==> config.mk <==
export PLATFORM = sky130hd
export DESIGN_NAME = sha512_ctrl
export DESIGN_NICKNAME = d
export VERILOG_FILES = /design/src/hdl/sha512_pkg.sv /design/src/hdl/sha512_ctrl.sv
export VERILOG_INCLUDE_DIRS = /design/src /design/src/hdl
export SDC_FILE = /design/constraint.sdc
export NUM_CORES = 1
export LEC_CHECK = 0
export BUFFER_PORTS_ARGS = -buffer_cell sky130_fd_sc_hd__buf_2
export CORE_MARGIN = 8
export CORE_UTILIZATION = 50
export DETAILED_ROUTE_END_ITERATION = 12
export PLACE_DENSITY_LB_ADDON = 0.12
export REMOVE_ABC_BUFFERS = 1
export SLEW_MARGIN = 20
export SYNTH_ARGS = -nofsm -noshare
export SYNTH_HDL_FRONTEND = slang
export SYNTH_SLANG_ARGS = --single-unit
==> constraint.sdc <==
create_clock -name clk_i -period 3.75 [get_ports clk_i]
set_clock_uncertainty 0.05 [all_clocks]
set_input_delay 0.1875 -clock clk_i [delete_from_list [all_inputs] [get_ports clk_i]]
set_output_delay 0.1875 -clock clk_i [all_outputs]
set_load 0.05 [all_outputs]
==> src/hdl/sha512_hash_engine_macros.svh <==
// Assertion macros for the SHA-512 engine controller.
// No dependencies.
`ifndef SHA512_HASH_ENGINE_MACROS_SVH
`define SHA512_HASH_ENGINE_MACROS_SVH

// Implication check clocked on clk_i, quiet while reset is low.
`define SHA_ASSERT_IMP(lbl, ante, cons, msg) \
  lbl: assert property (@(posedge clk_i) disable iff (!rst_ni) (ante) |-> (cons)) \
    else $error(msg);

// Next-cycle implication check.
`define SHA_ASSERT_NXT(lbl, ante, cons, msg) \
  lbl: assert property (@(posedge clk_i) disable iff (!rst_ni) (ante) |=> (cons)) \
    else $error(msg);

`endif

==> src/hdl/sha512_pkg.sv <==
// Shared types, round constants and functions for the SHA-512 engine.
// No dependencies.
`timescale 1ns / 1ps
`default_nettype none
package sha512_pkg;

  localparam int unsigned WordW = 64;
  localparam int unsigned Rounds = 80;

  typedef logic [WordW-1:0] word_t;

  // Datapath commands from the controller.
  typedef struct packed {
    logic       load_byte;   // shift one byte into the block window
    logic [7:0] byte_val;
    logic       start;       // load working vars from chaining value
    logic       round;       // perform one round
    logic [6:0] round_idx;
    logic       add_back;    // fold working vars into chaining value
    logic       reinit;      // restore initial hash values
    logic       shift_out;   // rotate chaining words towards H0
  } sha_cmd_t;

  function automatic word_t round_k(input logic [6:0] t);
    word_t k;
    k = '0;
    case (t)
      7'd0: k = 64'h428a2f98d728ae22; 7'd1: k = 64'h7137449123ef65cd;
      7'd2: k = 64'hb5c0fbcfec4d3b2f; 7'd3: k = 64'he9b5dba58189dbbc;
      7'd4: k = 64'h3956c25bf348b538; 7'd5: k = 64'h59f111f1b605d019;
      7'd6: k = 64'h923f82a4af194f9b; 7'd7: k = 64'hab1c5ed5da6d8118;
      7'd8: k = 64'hd807aa98a3030242; 7'd9: k = 64'h12835b0145706fbe;
      7'd10: k = 64'h243185be4ee4b28c; 7'd11: k = 64'h550c7dc3d5ffb4e2;
      7'd12: k = 64'h72be5d74f27b896f; 7'd13: k = 64'h80deb1fe3b1696b1;
      7'd14: k = 64'h9bdc06a725c71235; 7'd15: k = 64'hc19bf174cf692694;
      7'd16: k = 64'he49b69c19ef14ad2; 7'd17: k = 64'hefbe4786384f25e3;
      7'd18: k = 64'h0fc19dc68b8cd5b5; 7'd19: k = 64'h240ca1cc77ac9c65;
      7'd20: k = 64'h2de92c6f592b0275; 7'd21: k = 64'h4a7484aa6ea6e483;
      7'd22: k = 64'h5cb0a9dcbd41fbd4; 7'd23: k = 64'h76f988da831153b5;
      7'd24: k = 64'h983e5152ee66dfab; 7'd25: k = 64'ha831c66d2db43210;
      7'd26: k = 64'hb00327c898fb213f; 7'd27: k = 64'hbf597fc7beef0ee4;
      7'd28: k = 64'hc6e00bf33da88fc2; 7'd29: k = 64'hd5a79147930aa725;
      7'd30: k = 64'h06ca6351e003826f; 7'd31: k = 64'h142929670a0e6e70;
      7'd32: k = 64'h27b70a8546d22ffc; 7'd33: k = 64'h2e1b21385c26c926;
      7'd34: k = 64'h4d2c6dfc5ac42aed; 7'd35: k = 64'h53380d139d95b3df;
      7'd36: k = 64'h650a73548baf63de; 7'd37: k = 64'h766a0abb3c77b2a8;
      7'd38: k = 64'h81c2c92e47edaee6; 7'd39: k = 64'h92722c851482353b;
      7'd40: k = 64'ha2bfe8a14cf10364; 7'd41: k = 64'ha81a664bbc423001;
      7'd42: k = 64'hc24b8b70d0f89791; 7'd43: k = 64'hc76c51a30654be30;
      7'd44: k = 64'hd192e819d6ef5218; 7'd45: k = 64'hd69906245565a910;
      7'd46: k = 64'hf40e35855771202a; 7'd47: k = 64'h106aa07032bbd1b8;
      7'd48: k = 64'h19a4c116b8d2d0c8; 7'd49: k = 64'h1e376c085141ab53;
      7'd50: k = 64'h2748774cdf8eeb99; 7'd51: k = 64'h34b0bcb5e19b48a8;
      7'd52: k = 64'h391c0cb3c5c95a63; 7'd53: k = 64'h4ed8aa4ae3418acb;
      7'd54: k = 64'h5b9cca4f7763e373; 7'd55: k = 64'h682e6ff3d6b2b8a3;
      7'd56: k = 64'h748f82ee5defb2fc; 7'd57: k = 64'h78a5636f43172f60;
      7'd58: k = 64'h84c87814a1f0ab72; 7'd59: k = 64'h8cc702081a6439ec;
      7'd60: k = 64'h90befffa23631e28; 7'd61: k = 64'ha4506cebde82bde9;
      7'd62: k = 64'hbef9a3f7b2c67915; 7'd63: k = 64'hc67178f2e372532b;
      7'd64: k = 64'hca273eceea26619c; 7'd65: k = 64'hd186b8c721c0c207;
      7'd66: k = 64'heada7dd6cde0eb1e; 7'd67: k = 64'hf57d4f7fee6ed178;
      7'd68: k = 64'h06f067aa72176fba; 7'd69: k = 64'h0a637dc5a2c898a6;
      7'd70: k = 64'h113f9804bef90dae; 7'd71: k = 64'h1b710b35131c471b;
      7'd72: k = 64'h28db77f523047d84; 7'd73: k = 64'h32caab7b40c72493;
      7'd74: k = 64'h3c9ebe0a15c9bebc; 7'd75: k = 64'h431d67c49c100d4c;
      7'd76: k = 64'h4cc5d4becb3e42b6; 7'd77: k = 64'h597f299cfc657e2a;
      7'd78: k = 64'h5fcb6fab3ad6faec; 7'd79: k = 64'h6c44198c4a475817;
      default: k = '0;
    endcase
    return k;
  endfunction

  function automatic word_t init_h(input logic [2:0] i);
    word_t h;
    h = '0;
    case (i)
      3'd0: h = 64'h6a09e667f3bcc908; 3'd1: h = 64'hbb67ae8584caa73b;
      3'd2: h = 64'h3c6ef372fe94f82b; 3'd3: h = 64'ha54ff53a5f1d36f1;
      3'd4: h = 64'h510e527fade682d1; 3'd5: h = 64'h9b05688c2b3e6c1f;
      3'd6: h = 64'h1f83d9abfb41bd6b; 3'd7: h = 64'h5be0cd19137e2179;
      default: h = '0;
    endcase
    return h;
  endfunction

  function automatic word_t ror(input word_t x, input int unsigned n);
    return (x >> n) | (x << (WordW - n));
  endfunction

endpackage
`default_nettype wire

==> src/hdl/sha512_ctrl.sv <==
// Controller for the SHA-512 engine: byte intake, padding, round count, output.
// Depends on sha512_pkg and sha512_hash_engine_macros.svh.
`timescale 1ns / 1ps
`default_nettype none
module sha512_ctrl (
  input  wire logic               clk_i,
  input  wire logic               rst_ni,
  input  wire logic               in_valid_i,
  output logic                    in_ready_o,
  input  wire logic               in_action_i,
  input  wire logic [7:0]         in_byte_i,
  output logic                    out_valid_o,
  input  wire logic               out_ready_i,
  output logic [2:0]              out_index_o,
  output sha512_pkg::sha_cmd_t    cmd_o
);
  import sha512_pkg::*;
  `include "sha512_hash_engine_macros.svh"

  typedef enum logic [2:0] {
    StIdle, StPad, StLen, StRound, StAdd, StOut
  } state_e;

  state_e     state_q, state_d;
  logic [63:0] count_q, count_d;
  logic [63:0] bits_q, bits_d;
  logic [6:0]  rnd_q, rnd_d;
  logic [2:0]  oidx_q, oidx_d;
  logic        fin_q, fin_d;     // compression belongs to a finish
  logic        lenph_q, lenph_d; // padding has reached the length field
  logic [3:0]  lcnt_q, lcnt_d;   // length bytes written
  logic        load;
  logic [7:0]  bval;

  assign in_ready_o  = (state_q == StIdle);
  assign out_valid_o = (state_q == StOut);
  assign out_index_o = oidx_q;

  always_comb begin
    state_d = state_q; count_d = count_q; bits_d = bits_q; rnd_d = rnd_q;
    oidx_d = oidx_q; fin_d = fin_q; lenph_d = lenph_q; lcnt_d = lcnt_q;
    load = 1'b0; bval = 8'h00;
    cmd_o = '0;
    unique case (state_q)
      StIdle: begin
        if (in_valid_i) begin
          load = 1'b1;
          if (in_action_i) begin
            bval = 8'h80; fin_d = 1'b1; bits_d = {count_q[60:0], 3'b000};
            lenph_d = 1'b0; lcnt_d = '0;
          end else begin
            bval = in_byte_i; fin_d = 1'b0;
          end
        end
      end
      StPad: begin
        load = 1'b1;
        if (lenph_q) begin
          lcnt_d = lcnt_q + 4'd1;
          bval = (lcnt_q[3]) ? bits_q[63 - 8*lcnt_q[2:0] -: 8] : 8'h00;
        end
      end
      StRound: begin
        cmd_o.round = 1'b1;
        rnd_d = rnd_q + 7'd1;
        if (rnd_q == 7'(Rounds - 1)) state_d = StAdd;
      end
      StAdd: begin
        cmd_o.add_back = 1'b1;
        rnd_d = '0;
        // The length field closes the last block; without it another block follows.
        if (!fin_q) state_d = StIdle;
        else if (!lenph_q) state_d = StPad;
        else begin state_d = StOut; oidx_d = '0; end
      end
      StOut: begin
        if (out_ready_i) begin
          cmd_o.shift_out = 1'b1;
          oidx_d = oidx_q + 3'd1;
          if (oidx_q == 3'd7) begin
            state_d = StIdle; cmd_o.reinit = 1'b1; count_d = '0; fin_d = 1'b0;
          end
        end
      end
      default: state_d = StIdle;
    endcase
    if (load) begin
      cmd_o.load_byte = 1'b1;
      cmd_o.byte_val = bval;
      count_d = count_q + 64'd1;
      if (fin_d && count_d[6:0] == 7'd112) lenph_d = 1'b1;
      if (count_d[6:0] == 7'd0) begin
        state_d = StRound; cmd_o.start = 1'b1; rnd_d = '0;
      end else if (fin_d) state_d = StPad;
      else state_d = StIdle;
    end
    cmd_o.round_idx = rnd_q;
  end

  always_ff @(posedge clk_i or negedge rst_ni) begin
    if (!rst_ni) begin
      state_q <= StIdle; count_q <= '0; bits_q <= '0; rnd_q <= '0;
      oidx_q <= '0; fin_q <= 1'b0; lenph_q <= 1'b0; lcnt_q <= '0;
    end else begin
      state_q <= state_d; count_q <= count_d; bits_q <= bits_d; rnd_q <= rnd_d;
      oidx_q <= oidx_d; fin_q <= fin_d; lenph_q <= lenph_d; lcnt_q <= lcnt_d;
    end
  end

  `SHA_ASSERT_IMP(a_rnd_range, state_q == StRound, rnd_q < 7'(Rounds), "round out of range")
  `SHA_ASSERT_NXT(a_out_done, state_q == StOut && out_ready_i && oidx_q == 3'd7,
    state_q == StIdle && count_q == 64'd0, "no restart after digest")
  `SHA_ASSERT_IMP(a_len_only_fin, lenph_q && state_q == StPad, fin_q, "length outside finish")
endmodule
`default_nettype wire

# Word level (Yosys, flattened, before mapping)
# Cells that the tools add are included.
# classes
eq_ne	17
n_addsub	5
mux	48
n_reduce_logical	14
n_shift	1
# op_table
operator	count
$mux W64	4
$shiftx A71 B33 Y8	1
$add A64 B1 Y64 const B	1
$mux W8	4
$mux W3	9
$pmux W8 S2	1
$mux W1	15
$eq A7 B7 Y1 const B	2
$mux W7	2
$pmux W7 S2	1
$mux W4	3
$pmux W3 S4	1
$reduce_and A4 Y1	3
$mux W10	1
$reduce_bool A2 Y1	5
$eq A3 B3 Y1 const B	3
$ne A2 B2 Y1 const B	4
$pmux W4 S2	1
$add A7 B1 Y7 const B	1
$logic_not A7 Y1	1
$sub A6 B6 Y7 const A	1
$mux W2	3
$ne A2 B1 Y1 const B	3
$ne A3 B1 Y1 const B	2
11 further kinds	13
# totals
ff_bits	144
elab_cells	93

# Longest topological paths before layout
# depth
ltp_word	7
ltp_mapped	9
ltp_nobuf	7

# Worst setup path after synthesis
# OpenSTA, ideal clock, no wires.
# synth_path
path_kind	register -> output
from	register state_q[1]
to	output port cmd_o[12] in the netlist's numbering
path_buffers	1
required_time_ps	3513
t_arrival_ps	2928
path_stages_with_launch	7
slack_ps	585
path_cell_list	dfrtp_1 -> clkbuf_1 -> nor3_1 -> nand2_1 -> nor2_1 -> nand2_1 -> o21ai_0
# synth_rtl
item	line	source
start: declaration	sha512_ctrl.sv:24	state_e state_q, state_d;
start signal: assignment	sha512_ctrl.sv:105	state_q <= state_d; count_q <= count_d; bits_q <= bits_d; rnd_q <= rnd_d;
end: declaration	sha512_ctrl.sv:15	output sha512_pkg::sha_cmd_t cmd_o

==> impl_metrics.csv <==
group,metric,value,unit
outcome,status,"finished, final reports clean",
floorplan,row_count,43,
cts,postCtsResizedCells,0,
synthesis,yosys.area_share.adder,1.05,%
timing,final_max_slew_viol_count,0,
timing,hold_viol,0,
timing,rsz0062_at_grt,"false",
cts,worstSkewPairLatency,420,ps
cts,cts.clk_slew.worst_paths,60,ps
timing,period_share,80.9,%
synthesis,ys.flop_type,"dfrtp_1",
critical_path,ff2ff_setup_slack,1000,ps
cts,max-clock-path-buffers,2,
floorplan,ios,39,
timing,hold_slack,51.0,ps
route,first_iter_violations,577,
placement,place.gp.congestion,0.837,
pwr,leakage,3.79,nW
floorplan,fp.dieArea,18400,µm²
critical_path,crit_arrival,2790,ps
global_routing,grt_pass1_wl,29100,µm
cells_and_area,layout_commonest_cell,"nand2_1",
global_routing,gr-usage-met3,4.19,%
synthesis,syn_area,7170,µm²
timing,setup_violations,0,
hold_path,min-delay-start,"out_ready_i",
cells_and_area,finalNetCount,813,
floorplan,initial_core_util,51.5,%
cells_and_area,drive_above_1_share,13.6,%
global_routing,first_global_vias,5570,
cts,cts.sinks,141,
global_routing,grt_antenna_before_repair,0,
route,avgRoutedWirePerCell,18.0,µm
cells_and_area,utilization,57.0,%
global_routing,grt_max_degree,102,
synthesis,synth_top_family_by_area,"simple AND/OR/NAND/NOR gates",
synthesis,synth_compound_area_share,8.25,%
cts,cts_max_level,4,
route,ant_nets,0,
timing,maxSlewHeadroom,26.7,%
timing,tightest_slew,1090,ps
synthesis,ys_seq_elements,141,
critical_path,crit_path_max_fanout,12,
cts,cts_tree,"built",
cells_and_area,n_antenna_cell,0,
critical_path,start_kind,"flop",
floorplan,core_area,13900,µm²
placement,place_hpwl,12200,µm
route,viasPerCell,5.88,
synthesis,yosys_warnings,0,
critical_path,cp.required,3510,ps
synthesis,syn_inst,768,
synthesis,synth-xor-area-share,0.855,%
timing,fmax,330,MHz
pwr,max-vdd-ir-drop,0.375,mV
pwr,p_per_area,383,nW/µm²
cts,cts_inserted_buffers,17,
global_routing,grt.busiest_layer,"met2",
timing,period_needed,3030,ps
cts,cts-root-buf,"clkbuf_16",
route,vias,5782,
cells_and_area,area_growth,10.7,%
route,firstDrtPassIters,5,
synthesis,syn-mean-instance-area,9.34,µm²
hold_path,timing.hold.worst.class,"in2reg",
cells_and_area,final_cells,983,
global_routing,met1_usage,27.4,%
global_routing,grt_overflow_total,0,
global_routing,grt_use_met2,31.0,%
flow_run,maxCapViolCount,0,
synthesis,synth_cell_types,55,
cts,cts_hold_buffers,1,
route,totalWireLength,17700,µm
critical_path,critPathLaunch,"state_q[1]$_DFFE_PN0P_",
cells_and_area,final_cell_mix,"nand2_1, dfrtp_1, o21ai_0, mux2i_1, buf_2",
synthesis,synthMuxAreaShare,10.3,%
floorplan,die_w,136,µm
synthesis,async_flop_share,100,%
cts,cts_setup_buffers,0,
floorplan,die_h,136,µm
route,drc,0,
critical_path,worst-setup-path-type,"reg2out",
placement,numPortBuffers,38,
synthesis,seq_area_frac_synth,49.2,%
global_routing,grtUsageTotal,19.8,%
synthesis,synthSimpleGateAreaFrac,26.4,%
placement,dp.cells,954,
critical_path,critPathCaptureType,"output port",
synthesis,synth_edf_count,0,
critical_path,r2r_start,"count_q[0]$_DFFE_PN0P_",
[area by class of cell]
type	instances	area (µm²)
Tap cell	180	225
Sequential cell	141	3530
Timing Repair Buffer	48	274
Inverter	13	48.8
Clock inverter	3	15.0
Clock buffer	25	475
Fill cell	1229	6000
Multi-Input combinational cell	573	3370
[registers in the layout, indices dropped and copies added (netlist names)]
| name | cells |
|---|---|
| bits_q | 61 |
| count_q | 61 |
| rnd_q | 7 |
| lcnt_q | 4 |
| out_index_o | 3 |
| state_q | 3 |
| fin_q | 1 |
| lenph_q | 1 |
[critical path, cell delays in order, from the launching register on]
cell,delay (ps)
dfrtp_1,500
or2_4,320
or2_2,400
clkinv_1,200
o211a_1,220
o21a_1,390
buf_2,340
[through the flow]
stage               power (W)  cell area, µm²  TNS, ps  worst slack (ps)
finish                0.00304            7940        0               718
global route          0.00313            7940        0               584
CTS                   0.00306            7940        0               699
detailed placement    0.00161            7440        0              1080
global placement      0.00160            7440        0              1150
floorplan             0.00156            6940    -3410              -141
[layer usage]
metal	vias to the layer above	routed length, µm
met5	-	0
met2	173	8170
li1	2734	-
met4	0	259
met1	2851	8370
met3	24	928
[cells by family (layout without fill, tap and decap cells)]
logic type / count (synthesis) / after routing
fa+ha+maj: 6 / 6
xor+xnor: 7 / 7
compound gates: 94 / 94
mux: 57 / 57
simple gates: 409 / 409
buf+inv: 54 / 89
flops: 141 / 141
[path summary, 6_finish.rpt]
kind	to	depth (start not counted)
min	state_q[2]$_DFFE_PN0P_	4
max in group asynchronous	bits_q[26]$_DFFE_PN0P_	3
min in group asynchronous	rnd_q[2]$_DFF_PN0_	2
min reg2reg	bits_q[45]$_DFFE_PN0P_	2
max	cmd_o[11]	6
max reg2reg	count_q[58]$_DFFE_PN0P_	7
[where the power goes]
group	switching, W	leakage [nW]	internal, W	total [W]
Combinational	0.0000357	1.62	0.0000106	0.0000463
Sequential	0.00000629	1.93	0.00152	0.00153
Clock	0.000602	0.243	0.000861	0.00146
Total	0.000644	3.79	0.00240	0.00304
[cell usage after synthesis (4+ instances only)]
cell        n  area (µm²)
a21oi_1     9        45.0
and3_1     12        75.1
buf_2       5        25.0
buf_4       6        45.0
clkbuf_1   21        78.8
dfrtp_1   141        3530
ha_1        6        75.1
inv_1      12        45.0
mux2_2      4        45.0
mux2i_1    40         400
mux4_2     13         293
nand2_1   256         961
nand3_1    31         155
nand4_1    25         156
nor2_1     31         116
nor3_1     15        75.1
nor4_1      7        43.8
nor4_2      4        50.1
o211ai_1   16         120
o21ai_0    42         210
o31ai_1    13        97.6
or2_2       4        25.0
xor2_1      7        61.3
Power figures use the tool's default switching activity.
